[src/rtl/core/tct_pkg.sv]
// ----------------------------------------------------------------------------
// tct_pkg
// Shared constants, codes and types of the toroidal column table.
// ----------------------------------------------------------------------------
package tct_pkg;

  localparam int SECTIONS   = 8;
  localparam int MAX_RADIUS = 15;
  localparam int CELLS      = 1024;
  localparam int CELL_W     = $clog2(CELLS);
  localparam int SEC_W      = (SECTIONS > 1) ? $clog2(SECTIONS) : 1;
  localparam int EDGE_W     = $clog2(2 * MAX_RADIUS + 2);
  localparam int AXIS_W     = EDGE_W + 1;
  localparam int QDEPTH     = 2;
  localparam int QPTR_W     = $clog2(QDEPTH);

  localparam logic [15:0] NO_MESH_CODE = 16'hFFFF;

  // operation codes
  localparam logic [2:0] OP_CLAIM     = 3'd0;
  localparam logic [2:0] OP_SET_VIS   = 3'd1;
  localparam logic [2:0] OP_CLEAR     = 3'd2;
  localparam logic [2:0] OP_QUERY     = 3'd3;
  localparam logic [2:0] OP_SET_MESH  = 3'd4;
  localparam logic [2:0] OP_SET_DIRTY = 3'd5;
  localparam logic [2:0] OP_OCCUPANT  = 3'd6;

  // register indexes
  localparam logic [1:0] CFG_RADIUS   = 2'd0;
  localparam logic [1:0] CFG_CENTRE_X = 2'd1;
  localparam logic [1:0] CFG_CENTRE_Z = 2'd2;

  // classified item, as queued between front and back
  typedef struct packed {
    logic [2:0]        op;
    logic [3:0]        sec;
    logic [15:0]       vis;
    logic [15:0]       mesh;
    logic              dirty;
    logic              inr;
    logic [AXIS_W-1:0] dx;
    logic [AXIS_W-1:0] dz;
    logic [31:0]       cx;
    logic [31:0]       cz;
  } item_t;

  // grid geometry and clear request from front to back
  typedef struct packed {
    logic [EDGE_W-1:0] edge_len;
    logic [EDGE_W-1:0] base_x;
    logic [EDGE_W-1:0] base_z;
    logic              clear_req;
  } geo_t;

  // one cell of the store
  typedef struct packed {
    logic                      valid;
    logic [SECTIONS-1:0]       dirty;
    logic [SECTIONS-1:0][15:0] vis;
    logic [SECTIONS-1:0][15:0] mesh;
    logic [31:0]               tag_x;
    logic [31:0]               tag_z;
  } row_t;

  typedef enum logic [1:0] {MOD_IDLE, MOD_RUN, MOD_FIX} mod_state_t;
  typedef enum logic [1:0] {BK_CLEAR, BK_IDLE, BK_EXEC} bk_state_t;

endpackage

[src/rtl/core/tct_queue.sv]
// ----------------------------------------------------------------------------
// tct_queue
// Short queue of classified words between front and back.
// ----------------------------------------------------------------------------
module tct_queue import tct_pkg::*; (
  input  logic  clk,
  input  logic  rst_n,
  input  logic  push,
  input  item_t push_item,
  input  logic  pop,
  output item_t head,
  output logic  full,
  output logic  empty
);

  item_t             ent_r [QDEPTH];
  logic [QPTR_W-1:0] wr_ptr_r, rd_ptr_r;
  logic [QPTR_W:0]   cnt_r;

  assign full  = (cnt_r == (QPTR_W+1)'(QDEPTH));
  assign empty = (cnt_r == '0);
  assign head  = ent_r[rd_ptr_r];

  // pointers and fill level
  always_ff @(posedge clk) begin
    if (!rst_n) begin
      wr_ptr_r <= '0;
      rd_ptr_r <= '0;
      cnt_r    <= '0;
    end else begin
      if (push) wr_ptr_r <= wr_ptr_r + 1'b1;
      if (pop) rd_ptr_r <= rd_ptr_r + 1'b1;
      if (push && !pop) cnt_r <= cnt_r + 1'b1;
      else if (pop && !push) cnt_r <= cnt_r - 1'b1;
    end
  end

  // entry storage
  always_ff @(posedge clk) begin
    if (push) ent_r[wr_ptr_r] <= push_item;
  end

endmodule

[config.mk]
export PLATFORM = sky130hd
export DESIGN_NAME = tct_queue
export DESIGN_NICKNAME = d
export VERILOG_FILES = /design/src/rtl/core/tct_pkg.sv /design/src/rtl/core/tct_queue.sv
export SDC_FILE = /design/constraint.sdc
export NUM_CORES = 1
export LEC_CHECK = 0
export BUFFER_PORTS_ARGS = -buffer_cell sky130_fd_sc_hd__clkbuf_2
export CAP_MARGIN = 0
export CORE_ASPECT_RATIO = 1.1
export CORE_MARGIN = 4
export CORE_UTILIZATION = 52
export CTS_CLUSTER_SIZE = 30
export DETAILED_ROUTE_END_ITERATION = 8
export PLACE_DENSITY = 0.77
export SLEW_MARGIN = 25
export SYNTH_ARGS = -nofsm -noshare
export SYNTH_HDL_FRONTEND = slang
export SYNTH_SLANG_ARGS = --single-unit
[constraint.sdc]
create_clock -name clk -period 9.3 [get_ports clk]
set_input_delay 1.395 -clock clk [delete_from_list [all_inputs] [get_ports clk]]
set_output_delay 1.395 -clock clk [all_outputs]
set_load 0.01 [all_outputs]
# Yosys cells after proc, flatten, opt, wreduce, memory -nomap -nowiden
# Memories as Yosys holds them, arrays and structs flattened. A register that Yosys moved wholly into a read port is not among the register bits.
# Index checks and enable logic that the tools add are counted.
# classes
n_shift,0
n_addsub,4
eq_ne,1
reduce_logical,6
magnitude_cmp,0
muxes,6
div,0
mul,0
bitwise,0
# op_table
operator,n
1-bit 2-to-1 mux,4
2-bit 2-to-1 mux,2
1-bit adder (second input constant),2
2-bit by 1-bit adder with 2-bit output (second input constant),1
2-bit equality test (second input constant),1
1-bit logical AND,2
1-bit logical NOT,2
2-bit logical NOT,1
2-bit nonzero test,1
2-bit by 1-bit subtractor with 2-bit output (second input constant),1
# word_totals
latchBits,0
reg_bits,4
wordCells,21
mem_bits_rw,234
mem_bits_ro,0
mem_count,1
# mem_list
name,depth,word_bits,read_ports,rd_clocked_by_memory_dff,wr,line_no,rtl
ent_r,2,117,1,1,1,tct_queue.sv:16,item_t ent_r [QDEPTH];

# Depth between registers and ports, before layout
# depth
ltp_word,4
depth_mapped,5
mapped_depth_nobuf,5

# Worst setup path before layout
# Ideal clock, no wire load.
# synth_path
kind,input to register
startpoint,input push
endpoint,memory ent_r[0][0] in the netlist's numbering (enable)
setup_time_ps,609
slack_ps,2187
arrival_time_ps,6504
cell_stages,1
path_cell_list,nor2b_1
# synth_between
elab_chain_cells,2
# synth_rtl
item,line_no,rtl
start: declaration,tct_queue.sv:8,"input logic push,"
1-bit 2-to-1 mux,tct_queue.sv:40,if (push) ent_r[wr_ptr_r] <= push_item;
1-bit 2-to-1 mux (not written as such),tct_queue.sv:40,
end: declaration,tct_queue.sv:16,
# No other way between the ends.

==> flow_summary.rst <==
.. list-table::
   :header-rows: 1

   * - Metric
     - Value
   * - Detailed-routing iteration count for the pre-antenna-repair pass
     - 4
   * - Leading area contributor after synthesis
     - sky130_fd_sc_hd__edfxtp_1
   * - Max-capacitance violation count
     - 0
   * - Vertical die dimension
     - 144.2 um
   * - Final routed DRC violation total
     - 0
   * - Biggest cell delay along the critical path
     - 0.95 ns
   * - Htree depth
     - 1
   * - Skew-Pair Late Insertion Delay
     - 0.49 ns
   * - Register-to-Register Path Depth
     - 2
   * - Main synth FF type
     - sky130_fd_sc_hd__edfxtp_1
   * - CTS sink cnt
     - 239
   * - Post-DR wirelength/cell
     - 19.05 um
   * - DR vias/cell
     - 5.096
   * - Destination of the worst register-to-register timing path
     - ent_r[1][73]$_DFFE_PP_
   * - Cell chain of the critical path
     - buf_4 > mux2_2 > clkbuf_2
   * - Overall die area
     - 19010 um2
   * - Source of the worst register-to-register timing path
     - wr_ptr_r$_SDFFE_PN0P_
   * - Synth Net Count
     - 508
   * - Share of flip-flops with an asynchronous set or reset after synthesis
     - 0%
   * - Worst hold path class
     - reg2reg
   * - Total negative setup slack
     - 0 ns
   * - Non-Filler Cell Area, Final
     - 10840 um2
   * - Pleak
     - 4.187 nW
   * - Global Route met1 Usage
     - 18.79%
   * - Longest Clk Path Bufs
     - 3
   * - Clock tree skew after final layout
     - 0.007752 ns
   * - Standard cell area after detailed placement
     - 10170 um2
   * - Grt met3 use
     - 6.507%
   * - Remaining antenna violation count after routing
     - 0
   * - Warnings, synthesis
     - 0
   * - Number of enable flip-flop cells after synthesis
     - 234
   * - Multi-input gate area
     - 1553 um2
   * - Post-detailed-routing wire length
     - 16330 um
   * - Number of buffer cells added on primary ports
     - 239
   * - Final worst-path cycle share
     - 44.98%
   * - Avg Cell Area, Syn
     - 22.72 um2
   * - End point of the critical path
     - head[115]
   * - Startpoint Class
     - flop
   * - Number of clock buffers inserted by TritonCTS
     - 23
   * - Leading cell types by count after synthesis
     - 234 x sky130_fd_sc_hd__edfxtp_1, 87 x sky130_fd_sc_hd__mux2_2, 30 x sky130_fd_sc_hd__mux2_4, 8 x sky130_fd_sc_hd__buf_2
   * - Maximum number of pins on one net before global-route repair
     - 85
   * - Power per cell area
     - 215.8 nW/um2
   * - Least setup slack across all paths after layout
     - 5.117 ns
   * - Peak fanout along the critical path
     - 64
   * - Reported net switching power
     - 0.0004951 W
   * - Fraction of power spent switching nets
     - 21.17%
   * - Data required time at the worst endpoint
     - 7.91 ns
   * - Number of global-route vias before repair
     - 4765
   * - Sequential standard cell area
     - 7131 um2
   * - Most instantiated library cell after synthesis
     - sky130_fd_sc_hd__edfxtp_1
   * - Part of the Yosys area used for sequential elements
     - 81.27%
   * - Horizontal die dimension
     - 131.8 um
   * - Area contributors post-synth
     - sky130_fd_sc_hd__edfxtp_1 80%, sky130_fd_sc_hd__mux2_2 11%, sky130_fd_sc_hd__mux2_4 5.1%
   * - Layout area overhead
     - 23.56%
   * - Final hold violations
     - 0
   * - Fraction of layout instances using a drive strength above 1
     - 60.03%
   * - Via total after detailed routing
     - 4367
   * - Overflow after GRT
     - 0
   * - Fraction of power consumed by combinational cells
     - 10.1%
   * - Routability Congestion
     - 0.7317
   * - Final critical path time including I/O delays and setup
     - 4.183 ns
   * - CTS resizes
     - 0
   * - Peak ir drop on the vdd network
     - 0.0002241 V
   * - Crit path capture type
     - output port
   * - Run status
     - finished clean
   * - Slew @ Worst Pin
     - 0.9767 ns
   * - Headroom to the max-slew limit
     - 34.88%
   * - Number of unique standard cell types used by synthesis
     - 17
   * - Antenna diode count
     - 0
   * - CTS clk-pin slew, worst paths
     - 0.06 ns
   * - Starting DRC count in detailed routing
     - 201
   * - Number of slew-limit violations in the final report
     - 0
   * - Number of hold buffers added after CTS
     - 0
   * - R2r setup slk
     - 7.30 ns
   * - Half-perimeter wire length of the detailed placement result
     - 11260 um
   * - Worst Setup Path Type
     - reg2out
   * - # setup viols final
     - 0
   * - Number of setup buffers added after CTS
     - 0
   * - Initial antenna violation count
     - 1
   * - Slowest cell on the critical path
     - sky130_fd_sc_hd__dfxtp_4
   * - Flip-flop and latch count after synthesis
     - 239
   * - Part of the power in the clock network
     - 35.5%
   * - Total internal power
     - 0.001843 W
   * - Filler cell count
     - 1146
   * - Number of nets in the finished design
     - 763
   * - Global-route wire length before repair
     - 24950 um
   * - Peak clock frequency supported by timing
     - 239.0 MHz
   * - Clock tree from TritonCTS
     - yes
   * - Arrival time reported for the critical path endpoint
     - 2.79 ns
   * - Initial Util
     - 53.37%
   * - Grt peak-use layer
     - met2
   * - Setup repair after global routing missed its margin
     - false
   * - Share of the synthesized area in the top cell type
     - 80.13%
   * - Rows
     - 49
   * - Global routing met2 resource utilization
     - 29.81%
   * - Cell area after technology mapping
     - 8770 um2
   * - Pre-CTS setup slack
     - 5.558 ns
   * - CTS root buf
     - sky130_fd_sc_hd__clkbuf_16
   * - Sequential fraction of design power
     - 54.3%
   * - Number of primary I/O pins
     - 240
   * - Total core area
     - 16430 um2
   * - Number of cells produced by synthesis
     - 386
   * - Global routing usage summed across all routing layers
     - 16.68%
## power groups by stage
stage | Combinational, W | Clock (W) | Sequential, W
2_1_floorplan | 0.000148 | 0 | 0.00128
3_3_place_gp | 0.000235 | 0 | 0.00129
3_5_place_dp | 0.000241 | 0 | 0.00130
4_1_cts | 0.000242 | 0.000852 | 0.00127
5_1_grt | 0.000256 | 0.000905 | 0.00128
6_report | 0.000237 | 0.000830 | 0.00127
## worst min-delay path by stage
stage                               start  cells after the start                     to  slack (ns)
finish              cnt_r[1]$_SDFFE_PN0P_                      2  cnt_r[1]$_SDFFE_PN0P_        0.52
global route        cnt_r[1]$_SDFFE_PN0P_                      2  cnt_r[1]$_SDFFE_PN0P_        0.58
CTS                 cnt_r[1]$_SDFFE_PN0P_                      2  cnt_r[1]$_SDFFE_PN0P_        0.52
detailed placement  cnt_r[1]$_SDFFE_PN0P_                      2  cnt_r[1]$_SDFFE_PN0P_        0.51
global placement    cnt_r[1]$_SDFFE_PN0P_                      2  cnt_r[1]$_SDFFE_PN0P_        0.48
floorplan           cnt_r[1]$_SDFFE_PN0P_                      2  cnt_r[1]$_SDFFE_PN0P_        0.47
## stage by stage
step	total power, W	utilization (%)	instances	hold WS (ns)
final	0.002338	65.95	857	0.5170
after global placement	0.001526	61.89	820	0.4782
after CTS	0.002367	65.95	857	0.5248
after floorplan	0.001433	-	386	0.4656
after detailed placement	0.001536	61.91	820	0.5140
after global routing	0.002438	65.95	857	0.5813
## layer usage
| metal | wire [um] | vias to the layer above |
|---|---|---|
| met4 | 324 | 2 |
| met3 | 1561 | 29 |
| met2 | 8561 | 179 |
| li1 | - | 2035 |
| met5 | 13 | - |
| met1 | 5866 | 2122 |
## worst max-delay path: cells and delay by family (launching register included)
| kind | cells | cell delay [ns] |
|---|---|---|
| buf+inv | 2 | 0.88 |
| mux | 1 | 0.43 |
| flops | 1 | 0.95 |
## layout make-up
cell class	count	share of cell area (%)
multi-input combinational	133	14.33
timing repair buffer	243	11.35
clock inverter	8	0.6005
sequential	239	65.81
clock buffer	29	5.520
inverter	1	0.03464
tap	204	2.356
## registers in the layout (all words and copies together), names as in the netlist, named ones only
name,count
ent_r,234
rd_ptr_r,1
wr_ptr_r,1
cnt_r,2
## cell usage in the layout (no fill, tap or decap), drive strengths merged, types with 2 or more instances in the layout
cell type	instances
clkbuf	268
edfxtp	234
mux2	117
clkinv	6
dfxtp	5
and2	4
buf	4
nor2b	3
xor2	2
## logic make-up after synthesis
family | Yosys count | synth area share, %
flops | 239 | 81.27
buf+inv | 14 | 1.141
xor+xnor | 3 | 0.2997
mux | 117 | 16.31
compound gates | 3 | 0.2283
simple gates | 9 | 0.6135
fa+ha+maj | 1 | 0.1427
No activity file was read; power rests on OpenSTA's default activity.
