==> config.mk <==
export PLATFORM = sky130hd
export DESIGN_NAME = tct_front
export DESIGN_NICKNAME = d
export VERILOG_FILES = /design/src/rtl/core/tct_pkg.sv /design/src/rtl/core/tct_front.sv
export SDC_FILE = /design/constraint.sdc
export NUM_CORES = 1
export LEC_CHECK = 0
export ABC_AREA = 1
export BUFFER_PORTS_ARGS = -buffer_cell sky130_fd_sc_hd__buf_2
export CORE_MARGIN = 4
export CORE_UTILIZATION = 63
export CTS_CLUSTER_SIZE = 10
export DETAILED_ROUTE_END_ITERATION = 10
export PLACE_DENSITY = 0.84
export SLEW_MARGIN = 40
export SYNTH_ARGS = -nofsm -noshare
export SYNTH_HDL_FRONTEND = slang
export SYNTH_SLANG_ARGS = --single-unit
==> constraint.sdc <==
create_clock -name clk -period 9.8 [get_ports clk]
set_input_delay 1.47 -clock clk [delete_from_list [all_inputs] [get_ports clk]]
set_output_delay 1.47 -clock clk [all_outputs]
set_load 0.02 [all_outputs]
==> src/rtl/core/tct_pkg.sv <==
// ----------------------------------------------------------------------------
// tct_pkg
// Shared constants, codes and types of the toroidal column table.
// ----------------------------------------------------------------------------
package tct_pkg;

  localparam int SECTIONS   = 8;
  localparam int MAX_RADIUS = 15;
  localparam int CELLS      = 1024;
  localparam int CELL_W     = $clog2(CELLS);
  localparam int SEC_W      = (SECTIONS > 1) ? $clog2(SECTIONS) : 1;
  localparam int EDGE_W     = $clog2(2 * MAX_RADIUS + 2);
  localparam int AXIS_W     = EDGE_W + 1;
  localparam int QDEPTH     = 2;
  localparam int QPTR_W     = $clog2(QDEPTH);

  localparam logic [15:0] NO_MESH_CODE = 16'hFFFF;

  // operation codes
  localparam logic [2:0] OP_CLAIM     = 3'd0;
  localparam logic [2:0] OP_SET_VIS   = 3'd1;
  localparam logic [2:0] OP_CLEAR     = 3'd2;
  localparam logic [2:0] OP_QUERY     = 3'd3;
  localparam logic [2:0] OP_SET_MESH  = 3'd4;
  localparam logic [2:0] OP_SET_DIRTY = 3'd5;
  localparam logic [2:0] OP_OCCUPANT  = 3'd6;

  // register indexes
  localparam logic [1:0] CFG_RADIUS   = 2'd0;
  localparam logic [1:0] CFG_CENTRE_X = 2'd1;
  localparam logic [1:0] CFG_CENTRE_Z = 2'd2;

  // classified item, as queued between front and back
  typedef struct packed {
    logic [2:0]        op;
    logic [3:0]        sec;
    logic [15:0]       vis;
    logic [15:0]       mesh;
    logic              dirty;
    logic              inr;
    logic [AXIS_W-1:0] dx;
    logic [AXIS_W-1:0] dz;
    logic [31:0]       cx;
    logic [31:0]       cz;
  } item_t;

  // grid geometry and clear request from front to back
  typedef struct packed {
    logic [EDGE_W-1:0] edge_len;
    logic [EDGE_W-1:0] base_x;
    logic [EDGE_W-1:0] base_z;
    logic              clear_req;
  } geo_t;

  // one cell of the store
  typedef struct packed {
    logic                      valid;
    logic [SECTIONS-1:0]       dirty;
    logic [SECTIONS-1:0][15:0] vis;
    logic [SECTIONS-1:0][15:0] mesh;
    logic [31:0]               tag_x;
    logic [31:0]               tag_z;
  } row_t;

  typedef enum logic [1:0] {MOD_IDLE, MOD_RUN, MOD_FIX} mod_state_t;
  typedef enum logic [1:0] {BK_CLEAR, BK_IDLE, BK_EXEC} bk_state_t;

endpackage

==> src/rtl/core/tct_front.sv <==
// ----------------------------------------------------------------------------
// tct_front
// Configuration registers, base remainder unit and item classification.
// ----------------------------------------------------------------------------
module tct_front import tct_pkg::*; (
  input  logic         clk,
  input  logic         rst_n,
  input  logic         cfg_valid,
  output logic         cfg_ready,
  input  logic [1:0]   cfg_addr,
  input  logic [31:0]  cfg_data,
  input  logic         in_tvalid,
  output logic         in_tready,
  input  logic [2:0]   in_tuser,
  input  logic [103:0] in_tdata,
  input  logic         q_full,
  input  logic         clr_busy,
  output logic         push,
  output item_t        push_item,
  output geo_t         geo
);

  logic [3:0]        radius_r, radius_nxt;
  logic [31:0]       centre_x_r, centre_x_nxt, centre_z_r, centre_z_nxt;
  logic [EDGE_W-1:0] base_x_r, base_z_r, edge_len;
  logic [EDGE_W-1:0] rem_x_r, rem_z_r, rem_x_nxt, rem_z_nxt;
  logic [31:0]       mag_x_r, mag_z_r;
  logic              neg_x_r, neg_z_r;
  logic [4:0]        mod_cnt_r;
  mod_state_t        mod_state_r, mod_state_nxt;
  logic              cfg_wr, cfg_hit, mod_busy, step_en, fix_en;
  logic [EDGE_W:0]   tx, tz;
  logic [3:0]        r_clamp;
  logic signed [32:0] dx, dz, r_s;

  assign cfg_wr  = cfg_valid & cfg_ready;
  assign cfg_hit = cfg_wr & ((cfg_addr == CFG_RADIUS) || (cfg_addr == CFG_CENTRE_X) ||
                             (cfg_addr == CFG_CENTRE_Z));
  assign r_clamp = (cfg_data[3:0] > 4'(MAX_RADIUS)) ? 4'(MAX_RADIUS) : cfg_data[3:0];
  assign edge_len = EDGE_W'({radius_r, 1'b1});

  // next register values
  always_comb begin
    radius_nxt   = radius_r;
    centre_x_nxt = centre_x_r;
    centre_z_nxt = centre_z_r;
    if (cfg_wr && cfg_addr == CFG_RADIUS) radius_nxt = r_clamp;
    if (cfg_wr && cfg_addr == CFG_CENTRE_X) centre_x_nxt = cfg_data;
    if (cfg_wr && cfg_addr == CFG_CENTRE_Z) centre_z_nxt = cfg_data;
  end

  // remainder fsm next state
  always_comb begin
    mod_state_nxt = mod_state_r;
    case (mod_state_r)
      MOD_IDLE: if (cfg_hit) mod_state_nxt = MOD_RUN;
      MOD_RUN:  if (mod_cnt_r == 5'd31) mod_state_nxt = MOD_FIX;
      MOD_FIX:  mod_state_nxt = MOD_IDLE;
      default:  mod_state_nxt = MOD_IDLE;
    endcase
  end

  // remainder fsm outputs
  always_comb begin
    mod_busy = 1'b1;
    step_en  = 1'b0;
    fix_en   = 1'b0;
    case (mod_state_r)
      MOD_IDLE: mod_busy = 1'b0;
      MOD_RUN:  step_en  = 1'b1;
      MOD_FIX:  fix_en   = 1'b1;
      default:  mod_busy = 1'b1;
    endcase
  end

  // one restoring step per axis
  always_comb begin
    tx = {rem_x_r, mag_x_r[31]};
    tz = {rem_z_r, mag_z_r[31]};
    if (tx >= {1'b0, edge_len}) tx = tx - {1'b0, edge_len};
    if (tz >= {1'b0, edge_len}) tz = tz - {1'b0, edge_len};
    rem_x_nxt = tx[EDGE_W-1:0];
    rem_z_nxt = tz[EDGE_W-1:0];
  end

  always_ff @(posedge clk) begin
    if (!rst_n) begin
      radius_r    <= 4'd0;
      centre_x_r  <= 32'd0;
      centre_z_r  <= 32'd0;
      base_x_r    <= '0;
      base_z_r    <= '0;
      mod_state_r <= MOD_IDLE;
      mod_cnt_r   <= 5'd0;
    end else begin
      radius_r    <= radius_nxt;
      centre_x_r  <= centre_x_nxt;
      centre_z_r  <= centre_z_nxt;
      mod_state_r <= mod_state_nxt;
      if (cfg_hit) mod_cnt_r <= 5'd0;
      else if (step_en) mod_cnt_r <= mod_cnt_r + 5'd1;
      if (fix_en) begin
        base_x_r <= (neg_x_r && rem_x_r != '0) ? edge_len - rem_x_r : rem_x_r;
        base_z_r <= (neg_z_r && rem_z_r != '0) ? edge_len - rem_z_r : rem_z_r;
      end
    end
  end

  // remainder datapath
  always_ff @(posedge clk) begin
    if (cfg_hit) begin
      neg_x_r <= centre_x_nxt[31];
      neg_z_r <= centre_z_nxt[31];
      mag_x_r <= centre_x_nxt[31] ? (~centre_x_nxt + 32'd1) : centre_x_nxt;
      mag_z_r <= centre_z_nxt[31] ? (~centre_z_nxt + 32'd1) : centre_z_nxt;
      rem_x_r <= '0;
      rem_z_r <= '0;
    end else if (step_en) begin
      mag_x_r <= {mag_x_r[30:0], 1'b0};
      mag_z_r <= {mag_z_r[30:0], 1'b0};
      rem_x_r <= rem_x_nxt;
      rem_z_r <= rem_z_nxt;
    end
  end

  // offsets from centre and range check
  assign r_s = $signed({29'd0, radius_r});
  assign dx  = $signed({in_tdata[31], in_tdata[31:0]}) - $signed({centre_x_r[31], centre_x_r});
  assign dz  = $signed({in_tdata[63], in_tdata[63:32]}) - $signed({centre_z_r[31], centre_z_r});

  always_comb begin
    push_item.op    = in_tuser;
    push_item.cx    = in_tdata[31:0];
    push_item.cz    = in_tdata[63:32];
    push_item.sec   = in_tdata[67:64];
    push_item.vis   = in_tdata[83:68];
    push_item.mesh  = in_tdata[99:84];
    push_item.dirty = in_tdata[100];
    push_item.inr   = (dx >= -r_s) && (dx <= r_s) && (dz >= -r_s) && (dz <= r_s);
    push_item.dx    = dx[AXIS_W-1:0];
    push_item.dz    = dz[AXIS_W-1:0];
  end

  assign cfg_ready = ~mod_busy;
  assign in_tready = ~mod_busy & ~clr_busy & ~q_full;
  assign push      = in_tvalid & in_tready;

  assign geo.edge_len  = edge_len;
  assign geo.base_x    = base_x_r;
  assign geo.base_z    = base_z_r;
  assign geo.clear_req = cfg_wr & (cfg_addr == CFG_RADIUS);

endmodule

======== Yosys cells after proc, flatten, opt, wreduce, memory -nomap -nowiden ========
Index checks and enable logic that the tools add are counted.
storage, ports and cells
  bits in registers ....................... 161
  memory bits (writable) .................. 0
  logic and storage cells ................. 83
  memory bits (read-only) ................. 0
  bits in latches ......................... 0
  output and inout bits ................... 136
  input bits .............................. 147
  memories kept ........................... 0
cells by class
  reduce and logical (&&, ||, !) cells .... 17
  div/mod/pow operators ................... 0
  $lt $le $gt $ge ......................... 7
  mux-type cells .......................... 18
  add/sub/neg operators ................... 10
  shift operators ......................... 0
  bitwise gates (word level) .............. 11
  $mul .................................... 0
  equality and inequality tests ........... 7
operators by type and width
  kind                                           count
  2-to-1 mux 32 bit                              8
  >= comparator 33 bit                           2
  <= comparator 33 x 5 -> 1 bit                  2
  subtractor 32 x 32 -> 33 bit                   2
  adder 32 x 1 -> 32 bit, second input constant  2
  inverter 32 bit                                2
  negation 4 -> 33 bit                           1
  2-to-1 mux 5 bit                               4
  subtractor 5 bit                               4
  >= comparator 6 x 5 -> 1 bit                   2
  nonzero test 5 bit                             2
  logical AND 1 bit                              8
  AND 1 bit                                      6
  adder 5 x 1 -> 5 bit, second input constant    1
  == test 5 bit, second input constant           1
  == test 2 x 1 -> 1 bit, second input constant  2
  == test 2 bit, second input constant           2
  > comparator 4 bit, second input constant      1
  logical NOT 2 bit                              2
  2-to-1 mux 2 bit                               2
  2-to-1 mux 4 bit                               1
  case mux 2 bit (2 select lines)                1
  inverter 1 bit                                 3
  logical OR 1 bit                               2
  other kinds (6)                                7

======== Longest topological paths before layout ========
  depth after elaboration ................. 8
  gate-level depth with buffers ........... 29

======== Worst setup path before layout ========
Ideal clock, no wire load.
  path type ............................... input-to-output
  from .................................... in in_tdata[32]
  to ...................................... out push_item[76] in the netlist's numbering
  data arrival time ....................... 4.610 ns
  stages on the path ...................... 29
  slack ................................... 3.720 ns
  cells stage by stage .................... inv_1 -> ha_1 -> inv_1 -> fa_1 -> nand3_1 -> nand2_1 -> nand2_1 -> nand2_1 -> nand2_1 -> nand2_1 -> nand2_1 -> nand2_1 -> inv_1 -> o21ai_0 -> nor3_1 -> a21oi_1 -> inv_1 -> ha_1 -> nand2_1 -> nor3_1 -> and2_1 -> nand3_1 -> nand3_1 -> nand2_1 -> o21ai_0 -> nand2_1 -> nor2_1 -> nand2_1 -> nor2_1
RTL lines
  item                RTL line         source
  start: declaration  tct_front.sv:15  input logic [103:0] in_tdata,
  end: declaration    tct_front.sv:19  output item_t push_item,

==> results by group <==
Power and ir drop
  – Pleak: 9.19 nW
  – Pwr Total: 2.75 mW
  – Max VDD drop: 0.164 mV
  – Power Density: 158 nW/µm²

Yosys
  – Most frequent cell after synthesis: nand2_1
  – Syn_area_per_cell: 6.47 µm²
  – Synth cell count leaders: 718 x nand2_1, 354 x inv_1, 259 x nor2_1
  – Synth top area cells: nand2_1 17%, edfxtp_1 12%, ha_1 12%, dfxtp_1 12%, inv_1 8.1%
  – Cell taking the most area after synthesis: nand2_1
  – Synthesized cell area: 16300 µm²
  – Cell variety after synth: 55
  – Top_reg_cell synth: dfxtp_1
  – Syn Inst Count: 2524
  – Async SR Flop Fraction: 0
  – Post-synth EDFFs: 66
  – Synth warn: 0
  – Syn_nets: 2835
  – Register area share after synthesis: 0.238
  – Yosys reg bits: 161
  – Top cell type's share of synthesized area: 0.165

Final layout
  – # diodes: 0
  – Final Net Count: 2917
  – Non-Filler Instances: slightly below 3000
  – Register area: 3880 µm²
  – Fillcell total: 2244
  – Area of the multi-input gates: 10000 µm²
  – Layout cells sized above 1: 0.127
  – Area Growth Syn to Fin: 6.82%

CTS
  – Cts hold-fix bufs: 0
  – Skew-Pair Late Insertion Delay: 0.42 ns
  – Clock-pin slew on the worst setup and hold paths: 0.07 ns
  – Number of gates resized after cts: 0
  – Setup bufs post-CTS: 0
  – Root Buffer: clkbuf_16
  – TritonCTS clock tree: yes
  – Htree depth: 4
  – Sink Count: 161
  – CTS Buf Count: 17
  – Max Buffers Root-to-Sink: 2

Drt
  – # DRC: 0
  – Metal3 WL: 4510 µm
  – Metal-1 WL: 22100 µm
  – Drt wl/cell: 17.5 µm
  – Pre-Repair DR Iteration Count: 6
  – Via count: 16916
  – Vias per inst: 5.74
  – Top Metal Used: met4
  – Total wire length: 51500 µm
  – Final ANT Viol Nets: 0
  – Routed wl met2: 22800 µm
  – First DRT Iteration DRCs: 2041

Run status
  – Status: finished clean

GRT
  – Overflow after GRT: 0
  – GR Util All Layers: 0.349
  – Vias in the first global route: 15128
  – Initial antenna violation count: 0
  – Largest net degree at the start of global routing: 81
  – First-pass GRT wire length: 79500 µm

STA
  – Hold WS: between 0.4 and 0.5 ns
  – Fin crit share: 0.704
  – Final Hold Fails: 0
  – Final min period: approximately 6.9 ns
  – Rel. slew slack: 0.483
  – Final setup margin: roughly 2.9 ns
  – Fin. max-slew vios: 0
  – Setup tns final: 0 ns
  – Max Clk Rate: 0.145 GHz
  – Unrepaired setup endpoints after global routing: no
  – Number of setup violations in the final report: 0
  – Worst Tran Pin Value: 0.775 ns
  – Clk_skew: around 0.012 ns

Worst setup path
  – Critical path's slowest cell: ha_1
  – Critical Path End Type: primary output
  – Crit path largest cell delay: 0.36 ns
  – Worst path most repeated cell: nand2_1
  – R2r worst-path depth: 17
  – CP required: 8.33 ns
  – WS Path Type: in -> out
  – CP Max Fanout: 5
  – Worst setup SP type: primary input
  – Arrival time worst endpoint: about 5.4 ns

Floorplanning
  – Core Box Area: 25300 µm²
  – Die ar.: 28500 µm²
  – Die Y: 169 µm
  – Initial Util: 0.644
  – Die X: 169 µm
  – Cell Rows: 58
  – I/O pin cnt: 283

Placed design
  – Post-Place Cells: 2917
  – PortBufs: 198
  – DP HPWL: about 42000 µm
  – DP Worst Slack: 3.02 ns
  – Gpl congestion: 1.05

Worst hold path
  – Hold Crit Depth: 2
  – Hold crit path type: reg -> reg

Flow run
  – Max_cap viols: 0
[worst max-delay path: cells and delay by family]
family | cells | cell delay (ns)
fa+ha+maj | 3 | 0.83
compound gates | 3 | 0.47
buf+inv | 6 | 0.59
simple gates | 19 | 2.05
[placed cells by master, fill, tap and decap left out, types with 4 or more instances in the layout]
cell type / Yosys / layout
a211oi_1: 6 / 6
a21oi_1: 119 / 119
a31oi_1: 4 / 4
and2_1: 5 / 5
buf_2: 5 / 198
buf_4: 107 / 10
clkbuf_1: 22 / 4
clkbuf_16: 0 / 21
dfxtp_1: 95 / 95
edfxtp_1: 66 / 66
fa_1: 6 / 6
ha_1: 158 / 158
inv_1: 354 / 354
inv_2: 21 / 21
nand2_1: 718 / 717
nand2_2: 7 / 8
nand3_1: 156 / 156
nand3b_1: 18 / 18
nand4_1: 40 / 40
nor2_1: 259 / 257
nor2_2: 12 / 14
nor3_1: 28 / 28
nor4_1: 6 / 5
o211ai_1: 4 / 4
o21a_1: 9 / 9
o21ai_0: 100 / 100
o21ai_1: 49 / 47
o21ai_2: 26 / 27
o21ai_4: 5 / 6
o21bai_1: 11 / 11
o31ai_1: 4 / 4
xnor2_1: 27 / 27
xor2_1: 32 / 32
[cell type report]
class	instances	share of cell area
Multi-Input combinational cell	1841	0.575
Timing Repair Buffer	209	0.0618
Clock inverter	6	0.00359
Clock buffer	26	0.0318
Tap cell	330	0.0237
Inverter	376	0.0810
Sequential cell	161	0.223
[metrics by stage]
stage | utilization | cell area [µm²]
after floorplan | - | 16300
after global placement | 0.663 | 16800
after detailed placement | 0.664 | 16800
after CTS | 0.688 | 17400
after global routing | 0.688 | 17400
final | 0.688 | 17400
[final timing paths]
kind / from / end / slack, ns
worst max register to register: mod_state_r[0] / mag_x_r[26] / 6.31
worst min-delay path: mod_cnt_r[4] / mod_cnt_r[4] / 0.47
worst min register to register: mod_cnt_r[4] / mod_cnt_r[4] / 0.47
worst max-delay path: in_tdata[32] / push_item[76] / 2.90
[cell families after synthesis]
| family | share of synthesized area |
|---|---|
| AOI/OAI and AO/OA | 0.125 |
| buffers and inverters | 0.150 |
| xor gates and xnor gates | 0.0317 |
| and+or+nand+nor | 0.327 |
| other | 0.000230 |
| adders and majority gates | 0.128 |
| DFF | 0.238 |
[registers in the layout, summed over array words and instances, names as in the netlist]
signal and flops:
centre_z_r 32, neg_z_r 1, base_x_r 5, mag_z_r 32, base_z_r 5, mod_state_r 2
rem_x_r 5, rem_z_r 5, radius_r 4, mag_x_r 32, centre_x_r 32, neg_x_r 1
mod_cnt_r 5
[layer usage]
| metal | track usage | vias to the layer above |
|---|---|---|
| met4 | 0.129 | 0 |
| met2 | 0.555 | 858 |
| met5 | 0 | - |
| li1 | - | 8196 |
| met1 | 0.490 | 7723 |
| met3 | 0.0392 | 139 |
[power breakdown]
| group | internal, mW | total [mW] | switching (mW) |
|---|---|---|---|
| Sequential | 0.787 | 0.827 | 0.0408 |
| Combinational | 0.420 | 1.23 | 0.813 |
| Clock | 0.419 | 0.685 | 0.267 |
| Total | 1.63 | 2.75 | 1.12 |
Note: power is estimated with default switching activity, not from simulation.
